[config.mk]
export PLATFORM = sky130hd
export DESIGN_NAME = uart_tx_rx_ring_buffers
export DESIGN_NICKNAME = d
export VERILOG_FILES = /design/src/rtl/urb_pkg.sv /design/src/rtl/uart_tx_rx_ring_buffers.sv /design/src/rtl/urb_fifo.sv
export VERILOG_INCLUDE_DIRS = /design/src /design/src/rtl
export SDC_FILE = /design/constraint.sdc
export NUM_CORES = 1
export LEC_CHECK = 0
export BUFFER_PORTS_ARGS = -buffer_cell sky130_fd_sc_hd__buf_2
export CORE_MARGIN = 1
export CORE_UTILIZATION = 40
export CTS_BUF_LIST = sky130_fd_sc_hd__clkbuf_8
export CTS_CLUSTER_DIAMETER = 200
export DETAILED_ROUTE_END_ITERATION = 12
export HOLD_SLACK_MARGIN = 0.15
export PLACE_DENSITY = 0.69
export SLEW_MARGIN = 30
export SYNTH_ARGS = -nofsm -noshare
export SYNTH_HDL_FRONTEND = slang
export SYNTH_SLANG_ARGS = --single-unit
export TNS_END_PERCENT = 10
[constraint.sdc]
create_clock -name clk -period 4 [get_ports clk]
set_clock_uncertainty 0.05 [all_clocks]
set_input_delay 0.8 -clock clk [delete_from_list [all_inputs] [get_ports clk]]
set_output_delay 0.8 -clock clk [all_outputs]
set_load 0.01 [all_outputs]
[src/rtl/uart_tx_rx_ring_buffers_macros.svh]
// Assertion macros shared by the buffered UART ring FIFO modules.
`ifndef UART_TX_RX_RING_BUFFERS_MACROS_SVH
`define UART_TX_RX_RING_BUFFERS_MACROS_SVH

// Checks that the consequent holds in the same cycle as the antecedent.
`define URB_ASSERT_NOW(name, ante, cons, msg) \
  name: assert property (@(posedge clk) disable iff (rst) (ante) |-> (cons)) else $error(msg);

// Checks that the consequent holds in the cycle after the antecedent.
`define URB_ASSERT_NEXT(name, ante, cons, msg) \
  name: assert property (@(posedge clk) disable iff (rst) (ante) |=> (cons)) else $error(msg);

`endif

[src/rtl/urb_pkg.sv]
// Package with the opcodes and FIFO control types of the buffered UART block.
`timescale 1ns / 1ps
package urb_pkg;

  // Operation codes carried by one input beat.
  typedef enum logic [2:0] {
    OP_PUSH_TX  = 3'd0,
    OP_POP_RX   = 3'd1,
    OP_LINE_RX  = 3'd2,
    OP_TX_READY = 3'd3,
    OP_FLUSH    = 3'd4
  } opcode_t;

  // Commands from the control logic to one ring FIFO.
  typedef struct packed {
    logic push;
    logic pop;
    logic flush;
  } fifo_ctrl_t;

  // Fill status reported by one ring FIFO.
  typedef struct packed {
    logic full;
    logic empty;
  } fifo_stat_t;

endpackage

[src/rtl/uart_tx_rx_ring_buffers.sv]
// Top level of the buffered UART: transmit and receive ring FIFOs with event counters.
`timescale 1ns / 1ps
// One operation is accepted at each rising edge where start is high and busy is low;
// busy is high only in the first cycle after reset. Every accepted beat yields exactly
// one result, shown for one cycle with done high in the cycle right after acceptance,
// and the receiver cannot hold it off. A new beat can be accepted in every cycle, so the
// block sustains one operation per clock: each operation makes at most one access to
// each FIFO memory, and the popped byte comes from that memory's registered read port.
// The level and counter outputs hold the state after the last accepted beat until the
// next one is accepted.
module uart_tx_rx_ring_buffers #(
  parameter int TX_DEPTH = 16,
  parameter int RX_DEPTH = 16
) (
  input  logic        clk,
  input  logic        rst,
  input  logic        start,
  output logic        busy,
  input  logic [2:0]  opcode,
  input  logic [7:0]  data_byte,
  input  logic        rx_ready,
  input  logic        tx_empty,
  input  logic [3:0]  line_errors,
  output logic        done,
  output logic        status,
  output logic [7:0]  read_byte,
  output logic        tx_byte_valid,
  output logic [7:0]  tx_byte,
  output logic        tx_irq_enable,
  output logic [4:0]  rx_level,
  output logic [4:0]  tx_level,
  output logic [31:0] received_count,
  output logic [31:0] sent_count,
  output logic [31:0] error_count
);
  import urb_pkg::*;

  `include "uart_tx_rx_ring_buffers_macros.svh"

  localparam int TX_LW = $clog2(TX_DEPTH + 1);
  localparam int RX_LW = $clog2(RX_DEPTH + 1);

  logic             accept;
  fifo_ctrl_t       tx_ctrl;
  fifo_ctrl_t       rx_ctrl;
  fifo_stat_t       tx_stat;
  fifo_stat_t       rx_stat;
  logic [TX_LW-1:0] tx_fill;
  logic [RX_LW-1:0] rx_fill;
  logic [31:0]      tx_fill_ext;
  logic [31:0]      rx_fill_ext;
  logic [7:0]       tx_rd_data;
  logic [7:0]       rx_rd_data;
  logic             status_next;
  logic             err_hit;
  logic             restart_needed;
  logic             restart_needed_next;
  logic             irq_enable_next;
  logic             rx_sel;
  logic             tx_sel;

  assign accept = start && !busy;

  // Decode one beat into FIFO commands, the failure status and the line error flag.
  always_comb begin
    tx_ctrl     = '0;
    rx_ctrl     = '0;
    status_next = 1'b0;
    err_hit     = 1'b0;
    if (accept) begin
      unique case (opcode)
        OP_PUSH_TX: begin
          tx_ctrl.push = !tx_stat.full;
          status_next  = tx_stat.full;
        end
        OP_POP_RX: begin
          rx_ctrl.pop = !rx_stat.empty;
          status_next = rx_stat.empty;
        end
        OP_LINE_RX: begin
          rx_ctrl.push = rx_ready && !rx_stat.full;
          err_hit      = (line_errors != 4'd0);
        end
        OP_TX_READY: begin
          tx_ctrl.pop = tx_empty && !tx_stat.empty;
          err_hit     = (line_errors != 4'd0);
        end
        OP_FLUSH: begin
          tx_ctrl.flush = 1'b1;
          rx_ctrl.flush = 1'b1;
        end
        default: begin
        end
      endcase
    end
  end

  // Restart flag and transmit interrupt enable.
  always_comb begin
    restart_needed_next = restart_needed;
    irq_enable_next     = tx_irq_enable;
    if (tx_ctrl.push && restart_needed) begin
      restart_needed_next = 1'b0;
      irq_enable_next     = 1'b1;
    end
    if (tx_ctrl.pop) begin
      restart_needed_next = 1'b0;
    end
    if (accept && (opcode == OP_TX_READY) && tx_empty && tx_stat.empty) begin
      restart_needed_next = 1'b1;
      irq_enable_next     = 1'b0;
    end
    if (tx_ctrl.flush) begin
      restart_needed_next = 1'b1;
    end
  end

  // Control flags, counters and the result strobe.
  always_ff @(posedge clk) begin
    if (rst) begin
      busy           <= 1'b1;
      done           <= 1'b0;
      restart_needed <= 1'b1;
      tx_irq_enable  <= 1'b0;
      received_count <= '0;
      sent_count     <= '0;
      error_count    <= '0;
    end else begin
      busy           <= 1'b0;
      done           <= accept;
      restart_needed <= restart_needed_next;
      tx_irq_enable  <= irq_enable_next;
      if (rx_ctrl.push) begin
        received_count <= received_count + 32'd1;
      end
      if (tx_ctrl.pop) begin
        sent_count <= sent_count + 32'd1;
      end
      if (err_hit) begin
        error_count <= error_count + 32'd1;
      end
    end
  end

  // Result payload registers.
  always_ff @(posedge clk) begin
    if (accept) begin
      status <= status_next;
      rx_sel <= rx_ctrl.pop;
      tx_sel <= tx_ctrl.pop;
    end
  end

  assign read_byte     = rx_sel ? rx_rd_data : 8'd0;
  assign tx_byte_valid = tx_sel;
  assign tx_byte       = tx_sel ? tx_rd_data : 8'd0;

  // Levels are reported in five bits.
  assign tx_fill_ext = 32'(tx_fill);
  assign rx_fill_ext = 32'(rx_fill);
  assign tx_level    = tx_fill_ext[4:0];
  assign rx_level    = rx_fill_ext[4:0];

  urb_fifo #(
    .DEPTH (TX_DEPTH)
  ) u_tx_fifo (
    .clk     (clk),
    .rst     (rst),
    .ctrl    (tx_ctrl),
    .wr_data (data_byte),
    .stat    (tx_stat),
    .level   (tx_fill),
    .rd_data (tx_rd_data)
  );

  urb_fifo #(
    .DEPTH (RX_DEPTH)
  ) u_rx_fifo (
    .clk     (clk),
    .rst     (rst),
    .ctrl    (rx_ctrl),
    .wr_data (data_byte),
    .stat    (rx_stat),
    .level   (rx_fill),
    .rd_data (rx_rd_data)
  );

  `URB_ASSERT_NEXT(a_one_result, 1'b1, done == $past(accept), "result strobe lost or extra")
  `URB_ASSERT_NEXT(a_pop_empty_fails, accept && (opcode == OP_POP_RX) && rx_stat.empty,
                   status && (read_byte == 8'd0), "pop from empty FIFO not reported")
  `URB_ASSERT_NEXT(a_send_counts, tx_ctrl.pop,
                   tx_byte_valid && (sent_count == $past(sent_count) + 32'd1),
                   "handed byte not counted")
  `URB_ASSERT_NEXT(a_push_enables, tx_ctrl.push, tx_irq_enable && !status,
                   "accepted push did not enable the interrupt")

endmodule

[src/rtl/urb_fifo.sv]
// Ring FIFO with a synchronous memory and pointers that run modulo twice the depth.
`timescale 1ns / 1ps
module urb_fifo #(
  parameter int DEPTH = 16
) (
  input  logic                       clk,
  input  logic                       rst,
  input  urb_pkg::fifo_ctrl_t        ctrl,
  input  logic [7:0]                 wr_data,
  output urb_pkg::fifo_stat_t        stat,
  output logic [$clog2(DEPTH+1)-1:0] level,
  output logic [7:0]                 rd_data
);
  import urb_pkg::*;

  `include "uart_tx_rx_ring_buffers_macros.svh"

  localparam int AW = $clog2(DEPTH);
  localparam int PW = $clog2(2 * DEPTH);
  localparam int LW = $clog2(DEPTH + 1);

  logic [7:0]    mem [DEPTH];
  logic [PW-1:0] wr_ptr;
  logic [PW-1:0] rd_ptr;
  logic [PW-1:0] wr_ptr_next;
  logic [PW-1:0] rd_ptr_next;
  logic [AW-1:0] wr_slot;
  logic [AW-1:0] rd_slot;
  logic [PW:0]   diff;

  // Pointers run modulo twice the depth; the slot folds them back into the memory.
  assign wr_slot = (wr_ptr >= PW'(DEPTH)) ? AW'(wr_ptr - PW'(DEPTH)) : AW'(wr_ptr);
  assign rd_slot = (rd_ptr >= PW'(DEPTH)) ? AW'(rd_ptr - PW'(DEPTH)) : AW'(rd_ptr);
  assign wr_ptr_next = (wr_ptr == PW'(2 * DEPTH - 1)) ? '0 : wr_ptr + PW'(1);
  assign rd_ptr_next = (rd_ptr == PW'(2 * DEPTH - 1)) ? '0 : rd_ptr + PW'(1);

  // The level is the pointer difference, corrected when the write pointer has wrapped.
  always_comb begin
    if (wr_ptr >= rd_ptr) begin
      diff = {1'b0, wr_ptr} - {1'b0, rd_ptr};
    end else begin
      diff = {1'b0, wr_ptr} + (PW+1)'(2 * DEPTH) - {1'b0, rd_ptr};
    end
  end

  assign level      = LW'(diff);
  assign stat.full  = (diff == (PW+1)'(DEPTH));
  assign stat.empty = (wr_ptr == rd_ptr);

  // Pointer update; flush empties the FIFO without touching the memory.
  always_ff @(posedge clk) begin
    if (rst || ctrl.flush) begin
      wr_ptr <= '0;
      rd_ptr <= '0;
    end else begin
      if (ctrl.push) begin
        wr_ptr <= wr_ptr_next;
      end
      if (ctrl.pop) begin
        rd_ptr <= rd_ptr_next;
      end
    end
  end

  // Memory write port and registered read port.
  always_ff @(posedge clk) begin
    if (ctrl.push) begin
      mem[wr_slot] <= wr_data;
    end
    if (ctrl.pop) begin
      rd_data <= mem[rd_slot];
    end
  end

  `URB_ASSERT_NOW(a_level_bound, 1'b1, level <= LW'(DEPTH), "FIFO level above depth")
  `URB_ASSERT_NEXT(a_push_grows, ctrl.push && !ctrl.pop && !ctrl.flush,
                   level == $past(level) + LW'(1), "push did not raise the level")
  `URB_ASSERT_NEXT(a_pop_shrinks, ctrl.pop && !ctrl.push && !ctrl.flush,
                   level == $past(level) - LW'(1), "pop did not lower the level")

endmodule
Yosys cells after proc, flatten, opt, wreduce, memory -nomap -nowiden
Memory sizes are Yosys's and may differ from the RTL's. A register that Yosys moved wholly into a read port is not among the register bits.
Index checks and enable logic that the tools add are counted.
{"block": "word_totals", "register_bits": 123, "mem_bits_rw": 256, "mem_count": 2, "out_inout_bits": 127, "input_bits": 20, "word_cells": 100}
{"name": "u_rx_fifo.mem", "words": 16, "width": 8, "read_ports": 1, "rd_clocked_by_memory_dff": 1, "wr": 1, "line_no": "urb_fifo.sv:22", "source": "logic [7:0] mem [DEPTH];"}
{"name": "u_tx_fifo.mem", "words": 16, "width": 8, "read_ports": 1, "rd_clocked_by_memory_dff": 1, "wr": 1, "line_no": "urb_fifo.sv:22"}
{"block": "classes", "add_sub_neg": 17, "n_lt_le_gt_ge": 6, "muxes": 29, "n_reduce_logical": 20, "n_eq_ne": 12}
{"operator": "32-bit by 1-bit adder with 32-bit output (second input constant)", "count": 3}
{"operator": "5-bit by 1-bit adder with 5-bit output (second input constant)", "count": 4}
{"operator": "5-bit == test (second input constant)", "count": 4}
{"operator": "5-bit >= comparator (second input constant)", "count": 4}
{"operator": "5-bit two-way mux", "count": 4}
{"operator": "4-bit two-way mux", "count": 4}
{"operator": "8-bit two-way mux", "count": 2}
{"operator": "4-bit by 1-bit subtractor with 4-bit output (second input constant)", "count": 4}
{"operator": "1-bit two-way mux", "count": 14}
{"operator": "5-bit by 6-bit adder with 6-bit output (second input constant)", "count": 2}
{"operator": "6-bit by 5-bit == test with 1-bit output (second input constant)", "count": 2}
{"operator": "6-bit two-way mux", "count": 2}
{"operator": "5-bit by 5-bit subtractor with 6-bit output", "count": 2}
{"operator": "6-bit by 5-bit subtractor with 6-bit output", "count": 2}
{"operator": "5-bit == test", "count": 2}
{"operator": "5-bit >= comparator", "count": 2}
{"operator": "1-bit logical AND", "count": 7}
{"operator": "3-bit by 2-bit == test with 1-bit output (second input constant)", "count": 2}
{"operator": "3-bit two-way mux", "count": 2}
{"operator": "1-bit logical NOT", "count": 5}
{"operator": "4-bit nonzero test", "count": 1}
{"operator": "2-bit OR reduction", "count": 2}
{"operator": "3-bit by 1-bit == test with 1-bit output (second input constant)", "count": 1}
{"operator": "3-bit == test (second input constant)", "count": 1}
{"operator": "other kinds (5)", "count": 6}

Longest topological paths before layout
Gate-level depths: netlist of the first run.
{"block": "logic_depth", "depth_word": 10, "mapped_depth": 11, "mapped_depth_nobuf": 9}

Hierarchy
From an unflattened synthesis of the first run, not the netlist that was laid out.
{"block": "unflattened", "cells_unflattened": 1174, "area_unflattened_um2": 16771.1}
{"module": "urb_fifo at u_tx_fifo", "cells_per_inst": 305, "instances": 1, "area_each_um2": 5992.0, "seq_area_each_um2": 4284.1}
{"module": "urb_fifo at u_rx_fifo", "cells_per_inst": 311, "instances": 1, "area_each_um2": 5939.4, "seq_area_each_um2": 4284.1}
{"module": "uart_tx_rx_ring_buffers", "cells_per_inst": 558, "instances": 1, "area_each_um2": 4839.6, "seq_area_each_um2": 2092.0}

Worst setup path before layout of the first run
No wires, ideal clock.
{"block": "synth_timing", "kind": "register -> register", "from": "register u_rx_fifo.rd_ptr[1]", "to": "memory u_rx_fifo.mem[4][0], enable pin", "path_stages_with_launch": 11, "synth_period_minus_slack_ns": 3.381, "required_ns": 3.617, "arrival_ns": 2.999, "setup_slack_ns": 0.619, "setup_ns": 0.333, "n_path_buf": 3, "path_cell_list": "dfxtp_1 clkbuf_1 buf_1 inv_1 fa_1 and3_1 or3_4 o2111a_4 nor2_1 clkbuf_1 and4b_1"}
{"block": "synth_via", "elab_chain_cells": 9, "elab_cells_between_ends": 11, "cone_classes": "2 x add/sub; 1 x order compare; 1 x eq/ne; 5 x mux; 2 x reduce/logical"}
{"item": "from (decl)", "line_no": "urb_fifo.sv:24", "source": "logic [PW-1:0] rd_ptr;"}
{"item": "from (signal assigned)", "line_no": "urb_fifo.sv:60", "source": "rd_ptr <= rd_ptr_next;"}
{"item": "6-bit by 5-bit subtractor with 6-bit output, or another cell as far along", "line_no": "urb_fifo.sv:42", "source": "diff = {1'b0, wr_ptr} + (PW+1)'(2 * DEPTH) - {1'b0, rd_ptr};"}
{"item": "6-bit two-way mux (*)", "line_no": "urb_fifo.sv:39", "source": "if (wr_ptr >= rd_ptr) begin"}
{"item": "6-bit by 5-bit == test with 1-bit output (*)", "line_no": "urb_fifo.sv:47", "source": "assign stat.full = (diff == (PW+1)'(DEPTH));"}
{"item": "1-bit logical NOT (*)", "line_no": "uart_tx_rx_ring_buffers.sv:81", "source": "rx_ctrl.push = rx_ready && !rx_stat.full;"}
{"item": "1-bit logical AND (*)", "line_no": "uart_tx_rx_ring_buffers.sv:81"}
{"item": "1-bit two-way mux (*)", "line_no": "uart_tx_rx_ring_buffers.sv:71", "source": "unique case (opcode)"}
{"item": "3-bit two-way mux (*)", "line_no": "uart_tx_rx_ring_buffers.sv:70", "source": "if (accept) begin"}
{"item": "1-bit two-way mux (*)", "line_no": "urb_fifo.sv:67", "source": "if (ctrl.push) begin"}
{"item": "1-bit two-way mux (implied by the code) (*)", "line_no": "urb_fifo.sv:68", "source": "mem[wr_slot] <= wr_data;"}
{"item": "to (decl)", "line_no": "urb_fifo.sv:22"}
Mark *: on every way between the ends. The rest lies on a longest branch, timed or not.

Worst setup path after layout of the first run
{"block": "layout_timing", "from": "register u_tx_fifo.rd_ptr[2]", "to": "memory u_tx_fifo.mem[1][6], enable pin"}
{"block": "layout_via", "elab_chain_cells": 8, "elab_cells_between_ends": 10, "cone_classes": "2 x add/sub; 1 x order compare; 1 x eq/ne; 5 x mux; 1 x reduce/logical"}
{"item": "from (decl)", "line_no": "urb_fifo.sv:24"}
{"item": "from (signal assigned)", "line_no": "urb_fifo.sv:60"}
{"item": "6-bit by 5-bit subtractor with 6-bit output, or another cell as far along", "line_no": "urb_fifo.sv:42"}
{"item": "6-bit two-way mux (*)", "line_no": "urb_fifo.sv:39"}
{"item": "6-bit by 5-bit == test with 1-bit output (*)", "line_no": "urb_fifo.sv:47"}
{"item": "1-bit logical NOT (*)", "line_no": "uart_tx_rx_ring_buffers.sv:73", "source": "tx_ctrl.push = !tx_stat.full;"}
{"item": "1-bit two-way mux (*)", "line_no": "uart_tx_rx_ring_buffers.sv:71"}
{"item": "3-bit two-way mux (*)", "line_no": "uart_tx_rx_ring_buffers.sv:70"}
{"item": "1-bit two-way mux (*)", "line_no": "urb_fifo.sv:67"}
{"item": "1-bit two-way mux (implied by the code) (*)", "line_no": "urb_fifo.sv:68"}
{"item": "to (decl)", "line_no": "urb_fifo.sv:22"}
Marked as above.

==> reports/metrics.csv, run 1 <==
stage,metric,value,unit
outcome,status,finished clean,
critical_path,arrival,3.80,ns
timing,finalCritPeriodShare,89.9,%
cells_and_area,final_util,46.2,%
cells_and_area,final_nets,1407,
cells_and_area,final_cells,1949,
die,rows,75,
yosys,yosysSeqAreaShare,62.7,%
cells_and_area,fillers,3674,
die,io_pins,147,
clocking,cts_root_buffer,clkbuf_8,
route,vias,11000,
cells_and_area,stdcell_area,19400,sq um
critical_path,end_kind,flip-flop,
grt,grt_pass1_vias,10800,
critical_path,path_max_fanout,19,
timing,max_slew_margin,45.8,%
critical_path,critPathKind,reg -> reg,
power_and_ir_drop,power.density,397,nW/um^2
grt,antenna_found_initial,0,
yosys,yosysWarnings,0,
yosys,synth.mux.area_fraction,10.9,%
grt,grt_use_total,17.8,%
cells_and_area,area_delta_synth_final,13.9,%
clocking,cts_setup_buffers,0,
placed_design,dpl.hpwl,25.5,mm
placed_design,numPortBuffers,146,
grt,grt_max_degree,68,
yosys,ys_ff_latch,395,
die,core,41900,sq um
grt,grt_pass1_wl,61.3,mm
timing,max_freq,0.278,GHz
clocking,cts.reportedPaths.clkPinSlew,0.07,ns
placed_design,gp_congestion,0.843,
power_and_ir_drop,p_leak,0.00667,uW
clocking,clock_path_buffers,3,
timing,setup_tns,0,ns
die,dieArea,43300,sq um
yosys,synth-edff-count,275,
die,die_h,208,um
yosys,yosysUniqueCellTypes,69,
cells_and_area,drive_gt1_share,24.3,%
min_path,hold_path_class,reg -> reg,
grt,grt_remaining_overflow,0,
yosys,synth_cells,1200,
timing,report.final.slew_viol_count,0,
clocking,cts_tree,yes,
clocking,clkLatencyLatePin,0.62,ns
placed_design,placement.cell_area,18200,sq um
route,avgRoutedWirePerCell,19.8,um
timing,min_period,3.59,ns
route,drt-initial-drc-count,868,
route,via_per_inst,5.63,
clocking,cts_buffers,60,
timing,finalHoldViolCount,0,
clocking,htree_levels,2,
yosys,syn-num-nets,1249,
critical_path,rrSetupSlack,0.41,ns
yosys,synth_compound_area_share,6.51,%
yosys,synthArstFlopShare,0,%
power_and_ir_drop,vdd_ir_drop_max,234,uV
clocking,cts.repair.resized,0,
yosys,yosys-top-cells-area,"edfxtp_1 49%, dfxtp_1 14%, mux4_2 11%",
clocking,postCtsHoldBufs,0,
yosys,synth_flop_cell,edfxtp_1,
yosys,synth.cell_area,17000,sq um
yosys,synth_top_family_by_area,simple AND/OR/NAND/NOR gates,
yosys,synth-xor-area-share,1.65,%
yosys,synth.top_cell.area_share,48.6,%
route,drc,0,
flow_run,maxCapViolations,0,
yosys,synth_simple_gate_area_share,13.5,%
placed_design,dp_cells,1835,
route,ant_nets,0,
die,start_util,40.5,%
timing,setup_viol,0,
critical_path,critPathLaunchType,flip-flop,
route,wl,38.6,mm
cells_and_area,antenna_cells,0,
die,dieWidth,208,um
critical_path,worstPathRequired,4.20,ns
yosys,synthAdderAreaFrac,2.22,%
timing,worst_pin_slew,0.810,ns
yosys,yosys.area.top_type,edfxtp_1,
clocking,cts.sinks,395,
timing,rsz0062_at_grt,false,
route,drtPass1Iterations,5,
yosys,syn_avg_cell_area,14.2,sq um
where the power goes:
group          internal (uW)  total, uW  switching [uW]
registers               4370       4370            4.02
clock network           1640       3190            1560
logic                   24.9        123            97.9
total                   6030       7690            1660
placed cells by master (no fill, tap or decap), types with 13 or more instances in the layout:
| master | count |
|---|---|
| edfxtp_1 | 275 |
| xor2_1 | 16 |
| inv_1 | 47 |
| and3_1 | 41 |
| and4_1 | 16 |
| nand3_1 | 43 |
| xnor2_1 | 16 |
| clkbuf_8 | 65 |
| nand2_1 | 41 |
| ha_1 | 27 |
| nor2_1 | 56 |
| o21ai_0 | 28 |
| nor3_1 | 15 |
| or3_1 | 15 |
| mux4_2 | 80 |
| and2_1 | 26 |
| nor4_1 | 15 |
| o31ai_1 | 44 |
| a21oi_1 | 80 |
| buf_2 | 145 |
| clkinv_1 | 16 |
| dfxtp_1 | 118 |
| or4_1 | 43 |
| nand4_1 | 32 |
| buf_4 | 13 |
sequential cells by signal, indices dropped and copies added (netlist names):
register and flops:
u_rx_fifo.rd_data 8, u_tx_fifo.wr_ptr 5, received_count 32, status 1
u_tx_fifo.rd_ptr 5, restart_needed 1, u_tx_fifo.mem 128, tx_byte_valid 1
u_rx_fifo.wr_ptr 5, u_rx_fifo.mem 128, tx_irq_enable 1, rx_sel 1
u_rx_fifo.rd_ptr 5, u_tx_fifo.rd_data 8, busy 1, sent_count 32
done 1, error_count 32
worst paths after layout:
check | start | to | cells past startpoint
setup / recovery | u_tx_fifo.rd_ptr[2] | u_tx_fifo.mem[1][6] | 7
hold / removal | u_rx_fifo.rd_ptr[4] | u_rx_fifo.rd_ptr[4] | 2
setup reg to reg | u_tx_fifo.rd_ptr[2] | u_tx_fifo.mem[1][6] | 7
hold reg to reg | u_rx_fifo.rd_ptr[4] | u_rx_fifo.rd_ptr[4] | 2
final cells by class:
| cell class | count | area [sq um] | area share, % |
|---|---|---|---|
| sequential | 395 | 10700 | 55.0 |
| multi-input combinational | 710 | 5930 | 30.6 |
| clock buffer | 65 | 895 | 4.62 |
| timing repair buffer | 158 | 823 | 4.25 |
| tap | 539 | 674 | 3.48 |
| clock inverter | 49 | 270 | 1.39 |
| inverter | 33 | 124 | 0.639 |
kinds of logic (layout without fill, tap and decap cells):
group	after synthesis	after routing
multiplexers	85	85
AO/OA/AOI/OAI	179	179
adder cells (fa/ha/maj)	29	29
AND/OR/NAND/NOR	385	385
XOR/XNOR	32	32
flip-flops	395	395
buffers and inverters	95	305
layer usage:
layer / up-vias / part of all wire (%) / global-route usage [%]
li1: 5091 / - / -
met1: 5428 / 46 / 25.4
met2: 391 / 46 / 28.0
met3: 65 / 6.8 / 3.29
met4: 0 / 2.0 / 4.90
met5: - / 0 / 0
worst max-delay path, cell delays in order (launching register included):
cell and delay, ns:
dfxtp_1 0.65, inv_1 0.15, ha_1 0.42, and3_1 0.19
or3_1 0.38, o2111a_1 0.24, nor2_2 0.58, and3_1 0.56
cells in the mapped netlist, types with 6 or more instances:
master / count
nor2_1: 56
inv_1: 31
ha_1: 27
clkbuf_1: 41
buf_2: 10
nand2_1: 41
dfxtp_1: 120
and2_1: 26
xnor2_1: 16
or3_1: 15
and4b_1: 8
xor2_1: 16
edfxtp_1: 275
o31ai_1: 44
a21oi_1: 80
and3_1: 41
and4_1: 16
nand4_1: 32
nand3_1: 43
mux4_2: 80
buf_6: 6
nor3_1: 15
o21ai_0: 28
nor2b_1: 8
or4_1: 43
nor4_1: 15
per-stage QoR:
stage | hold slack [ns] | total power [uW] | setup slack, ns
after detailed placement | 0.423 | 4580 | 0.509
after global routing | 0.459 | 7950 | 0.244
after floorplan | 0.404 | 4500 | 0.619
after global placement | 0.414 | 4580 | 0.625
final | 0.431 | 7690 | 0.406
after CTS | 0.432 | 7760 | 0.419
Note: power is estimated with default switching activity, not from simulation.
==> run 2: changes to the inputs <==
==> constraint.sdc (replaced) <==
create_clock -name clk -period 3.8 [get_ports clk]
set_clock_uncertainty 0.05 [all_clocks]
set_input_delay 0.76 -clock clk [delete_from_list [all_inputs] [get_ports clk]]
set_output_delay 0.76 -clock clk [all_outputs]
set_load 0.01 [all_outputs]
==> run 2 against run 1 <==
  * Via count fell by 0.38%
  * Flip-flop and latch count did not move
  * Count of clock-buffer cells in the layout rose by 3
  * First-iteration DRC count fell by 16%
  * Critical endpoint is now tx_level[4]
  * Largest cell class unchanged
  * Highest routed layer unchanged
==> reports/metrics.csv, run 2 (synthesized netlist as in run 1, its figures left out) <==
stage,metric,value,unit
grt,grt_use_total,17.9,%
grt,grt_remaining_overflow,0,
power_and_ir_drop,seq_power_share,57.3,%
power_and_ir_drop,power.density,414,nW/um^2
die,dieArea,43300,sq um
critical_path,critPathKind,reg -> out,
placed_design,dpl.hpwl,25.7,mm
timing,max_freq,0.288,GHz
critical_path,end_kind,output pin,
min_path,hold_path_class,reg -> reg,
cells_and_area,final_nets,1410,
cells_and_area,antenna_cells,0,
grt,antenna_found_initial,0,
timing,setup_viol,0,
clocking,cts.sinks,395,
clocking,cts_tree,yes,
timing,rsz0062_at_grt,false,
critical_path,crit_slowest_cell,fa_1,
critical_path,arrival,2.66,ns
clocking,cts.repair.resized,0,
cells_and_area,most-common-layout-cells,"275 x edfxtp_1, 145 x buf_2, 118 x dfxtp_1",
die,core,41900,sq um
power_and_ir_drop,p_clk_share,41.1,%
power_and_ir_drop,switchingPower,1710,uW
critical_path,path_max_fanout,7,
power_and_ir_drop,p_int,6320,uW
clocking,cts_buffers,60,
outcome,status,finished clean,
route,drtPass1Iterations,5,
critical_path,worstPathRequired,2.99,ns
power_and_ir_drop,pwr-share-comb,1.6,%
critical_path,cp_common_cell,inv_1,
clocking,cts.reportedPaths.clkPinSlew,0.06,ns
grt,grt_pass1_wl,60.8,mm
clocking,htree_levels,2,
cells_and_area,final_util,46.2,%
clocking,clock_path_buffers,3,
power_and_ir_drop,p_sw_share,21.3,%
timing,report.final.slew_viol_count,0,
grt,grt_pass1_vias,10700,
route,via_per_inst,5.61,
timing,setup_tns,0,ns
route,avgRoutedWirePerCell,20.0,um
die,dieWidth,208,um
timing,finalHoldViolCount,0,
timing,min_period,3.47,ns
timing,worst_pin_slew,0.763,ns
critical_path,critPathLaunchType,flip-flop,
die,rows,75,
critical_path,path_cells,"inv_1, ha_1, inv_1, fa_1, and3_1, or3_1, and2_1, buf_2",
cells_and_area,stdcell_area,19400,sq um
min_path,min-delay-start,u_rx_fifo.rd_ptr[4],
power_and_ir_drop,power,8030,uW
route,ant_nets,0,
placed_design,numPortBuffers,146,
placed_design,gp_congestion,0.816,
cells_and_area,area_delta_synth_final,13.9,%
cells_and_area,drive_gt1_share,24.4,%
route,wl,39.0,mm
clocking,cts_root_buffer,clkbuf_8,
cells_and_area,top_regs,"u_rx_fifo.mem (128), u_tx_fifo.mem (128)",
route,drc,0,
die,start_util,40.5,%
route,vias,10900,
placed_design,placement.cell_area,18200,sq um
critical_path,crit_family,simple AND/OR/NAND/NOR gates,
power_and_ir_drop,vdd_ir_drop_max,257,uV
flow_run,maxCapViolations,0,
die,io_pins,147,
clocking,clkLatencyLatePin,0.62,ns
timing,finalCritPeriodShare,91.4,%
grt,grt_max_degree,74,
cells_and_area,layout_commonest_cell,edfxtp_1,
critical_path,startpoint,u_tx_fifo.wr_ptr[0],
die,die_h,208,um
route,drt-initial-drc-count,727,
critical_path,path_buf_inv,3,
critical_path,critPathMaxStageDelay,0.40,ns
cells_and_area,fillers,3695,
clocking,cts_setup_buffers,0,
timing,max_slew_margin,49.1,%
clocking,postCtsHoldBufs,0,
critical_path,reg2reg_from,u_tx_fifo.wr_ptr[0],
power_and_ir_drop,p_leak,0.00669,uW
[run 2: cell types whose count changed in the layout (fill, tap and decap cells not counted)]
cell,previous run,this run
inv_8,1,0
inv_6,1,0
clkinv_2,11,9
buf_4,13,16
inv_1,47,50
clkbuf_8,65,68
clkinv_1,16,12
bufinv_16,2,1
[run 2: power by group through the flow]
stage	clock network (uW)	logic (uW)	registers, uW
after floorplan	0	43.9	4690
after global placement	0	125	4690
after detailed placement	0	128	4690
after CTS	3380	128	4600
after global routing	3560	138	4600
final	3300	126	4600
[run 2: path summary, 6_finish.rpt]
check / endpoint / cells after the start / slack [ns]
worst max register to register: u_tx_fifo.mem[0][4] / 9 / 0.41
worst max-delay path: tx_level[4] / 8 / 0.33
worst min-delay path: u_rx_fifo.rd_ptr[4] / 2 / 0.43
worst min register to register: u_rx_fifo.rd_ptr[4] / 2 / 0.43
[run 2: metrics by stage]
step	hold slack [ns]	std cells	setup WS [ns]
final	0.431	1949	0.329
after global routing	0.446	1949	0.159
after CTS	0.428	1949	0.301
after detailed placement	0.422	1838	0.445
after global placement	0.412	1838	0.503
after floorplan	0.404	1200	0.419
[run 2: final cells by class]
type | count | area [sq um] | share of cell area (%)
clock buffers | 68 | 936 | 4.83
clock inverters | 43 | 206 | 1.07
inverters | 33 | 124 | 0.639
multi-input cells | 710 | 5930 | 30.6
flip-flops and latches | 395 | 10700 | 55.0
well taps | 539 | 674 | 3.48
repair buffers | 161 | 846 | 4.37
[run 2: routing by layer]
layer	vias to the layer above	part of all wire (%)	global-route usage [%]
met3	59	6.7	4.12
met2	346	47	28.4
met5	-	0	0
li1	5093	-	-
met4	0	2.1	5.11
met1	5435	44	24.5
[run 2: worst reg2reg max path, delay by kind of cell (launching register included)]
kind | cells | cell delay, ns
AO/OA/AOI/OAI | 1 | 0.24
buffers and inverters | 2 | 0.18
adder cells (fa/ha/maj) | 2 | 0.57
flip-flops | 1 | 0.37
AND/OR/NAND/NOR | 4 | 1.62
==> run 3: changes to the inputs <==
--- a/config.mk
+++ b/config.mk
@@ -7,13 +7,14 @@
 export NUM_CORES = 1
 export LEC_CHECK = 0
 export BUFFER_PORTS_ARGS = -buffer_cell sky130_fd_sc_hd__buf_2
+export CORE_ASPECT_RATIO = 1.1
 export CORE_MARGIN = 1
 export CORE_UTILIZATION = 40
 export CTS_BUF_LIST = sky130_fd_sc_hd__clkbuf_8
 export CTS_CLUSTER_DIAMETER = 200
 export DETAILED_ROUTE_END_ITERATION = 12
 export HOLD_SLACK_MARGIN = 0.15
-export PLACE_DENSITY = 0.69
+export REMOVE_ABC_BUFFERS = 1
 export SLEW_MARGIN = 30
 export SYNTH_ARGS = -nofsm -noshare
 export SYNTH_HDL_FRONTEND = slang
==> run 3 against run 2 <==
  * Highest routed layer unchanged
  * Register-to-register slack lost 0.15 ns
  * Critical path depth is 1 lower
  * Global-route usage up 0.32 points
  * Worst setup slack worse by 0.067 ns
==> reports/metrics.csv, run 3 (synthesized netlist as in run 1, its figures left out) <==
stage,metric,value,unit
power_and_ir_drop,p_int,6350,uW
cells_and_area,final_nets,1411,
timing,setup_tns,0,ns
timing,report.final.slew_viol_count,0,
die,io_pins,147,
power_and_ir_drop,p_leak,0.00670,uW
timing,finalCritPeriodShare,93.1,%
clocking,cts_tree,yes,
placed_design,gp_congestion,0.800,
route,drt-initial-drc-count,615,
critical_path,rrSetupSlack,0.26,ns
flow_run,maxCapViolations,0,
timing,max_slew_margin,50.8,%
cells_and_area,top_regs,"u_rx_fifo.mem (128), u_tx_fifo.mem (128)",
power_and_ir_drop,power.density,417,nW/um^2
placed_design,dp_cells,1859,
power_and_ir_drop,pwr-share-comb,1.6,%
critical_path,reg2reg_from,u_tx_fifo.rd_ptr[2],
power_and_ir_drop,p_sw_share,21.5,%
route,avgRoutedWirePerCell,19.8,um
cells_and_area,fillers,3808,
die,start_util,40.9,%
cells_and_area,final_cells,1973,
cells_and_area,layout_commonest_cell,edfxtp_1,
grt,antenna_found_initial,0,
critical_path,critPathLaunchType,flip-flop,
route,vias,10900,
clocking,cts_buffers,61,
timing,rsz0062_at_grt,false,
cells_and_area,most-common-layout-cells,"275 x edfxtp_1, 145 x buf_2, 118 x dfxtp_1",
grt,grt_pass1_wl,60.9,mm
clocking,cts_root_buffer,clkbuf_8,
critical_path,end_kind,flip-flop,
critical_path,startpoint,u_tx_fifo.rd_ptr[2],
die,core,41600,sq um
outcome,status,finished clean,
route,drc,0,
placed_design,placement.cell_area,18300,sq um
power_and_ir_drop,switchingPower,1740,uW
cells_and_area,area_delta_synth_final,14.1,%
timing,min_period,3.54,ns
clocking,cts.sinks,395,
timing,worst_pin_slew,0.737,ns
cells_and_area,antenna_cells,0,
grt,grt_remaining_overflow,0,
grt,grt_use_total,18.2,%
critical_path,arrival,3.76,ns
placed_design,numPortBuffers,146,
die,die_h,218,um
route,ant_nets,0,
critical_path,critPathKind,reg -> reg,
min_path,min-delay-start,rst,
cells_and_area,drive_gt1_share,24.1,%
clocking,postCtsHoldBufs,0,
timing,setup_viol,0,
timing,finalHoldViolCount,0,
clocking,clock_path_buffers,3,
min_path,hold_path_class,in -> reg,
clocking,cts.repair.resized,0,
clocking,cts_setup_buffers,0,
critical_path,worstPathRequired,4.03,ns
cells_and_area,final_util,46.7,%
grt,grt_pass1_vias,10600,
power_and_ir_drop,p_clk_share,41.5,%
placed_design,dpl.hpwl,25.8,mm
timing,max_freq,0.283,GHz
route,drtPass1Iterations,4,
clocking,htree_levels,2,
clocking,clkLatencyLatePin,0.63,ns
route,via_per_inst,5.51,
clocking,cts.reportedPaths.clkPinSlew,0.06,ns
critical_path,path_max_fanout,19,
route,wl,39.0,mm
power_and_ir_drop,vdd_ir_drop_max,283,uV
die,dieArea,43300,sq um
grt,grt_max_degree,68,
cells_and_area,stdcell_area,19400,sq um
power_and_ir_drop,seq_power_share,56.9,%
die,rows,78,
die,dieWidth,199,um
[run 3: cell count changes in the layout (fill, tap and decap cells not counted), sizes merged]
cell      before  now
clkinv        21   28
clkinvlp       2    0
inv           52   54
bufinv         1    3
clkbuf        68   62
[run 3: layer usage]
| metal | wire [um] | GRT usage, % |
|---|---|---|
| met1 | 17300 | 24.9 |
| met2 | 18600 | 29.4 |
| met3 | 2340 | 3.63 |
| met4 | 813 | 5.03 |
| met5 | 0 | 0 |
[run 3: power groups by stage]
| stage | Sequential (uW) | Clock (uW) | Combinational, uW |
|---|---|---|---|
| 2_1_floorplan | 4690 | 0 | 28.4 |
| 5_1_grt | 4600 | 3620 | 140 |
| 3_3_place_gp | 4690 | 0 | 128 |
| 4_1_cts | 4600 | 3460 | 130 |
| 3_5_place_dp | 4690 | 0 | 130 |
| 6_report | 4600 | 3360 | 127 |
[run 3: cell type report]
cell class / count / area [sq um] / area share (%)
timing repair buffer: 161 / 846 / 4.36
clock buffer: 62 / 853 / 4.40
tap: 560 / 701 / 3.61
sequential: 395 / 10700 / 54.9
clock inverter: 52 / 293 / 1.51
inverter: 33 / 124 / 0.638
multi-input combinational: 710 / 5930 / 30.5
[run 3: per-stage QoR]
step	hold WS, ns	setup WS (ns)	total power, uW
after detailed placement	0.430	0.339	4820
after CTS	0.331	0.247	8190
after floorplan	0.404	-0.575	4720
after global placement	0.418	0.406	4820
final	0.371	0.262	8090
after global routing	0.360	0.0686	8360
[run 3: worst max-delay path, cell delays in order, from the launching register on]
cell	delay (ns)
dfxtp_1	0.63
inv_1	0.12
ha_1	0.42
and3_1	0.19
or3_1	0.38
o2111a_1	0.24
nor2_2	0.62
and3_1	0.53
[run 3: path summary, 6_finish.rpt]
path / endpoint / cells past startpoint
max reg2reg: u_tx_fifo.mem[10][0] / 7
max: u_tx_fifo.mem[10][0] / 7
min reg2reg: u_tx_fifo.rd_ptr[4] / 2
min: busy / 1
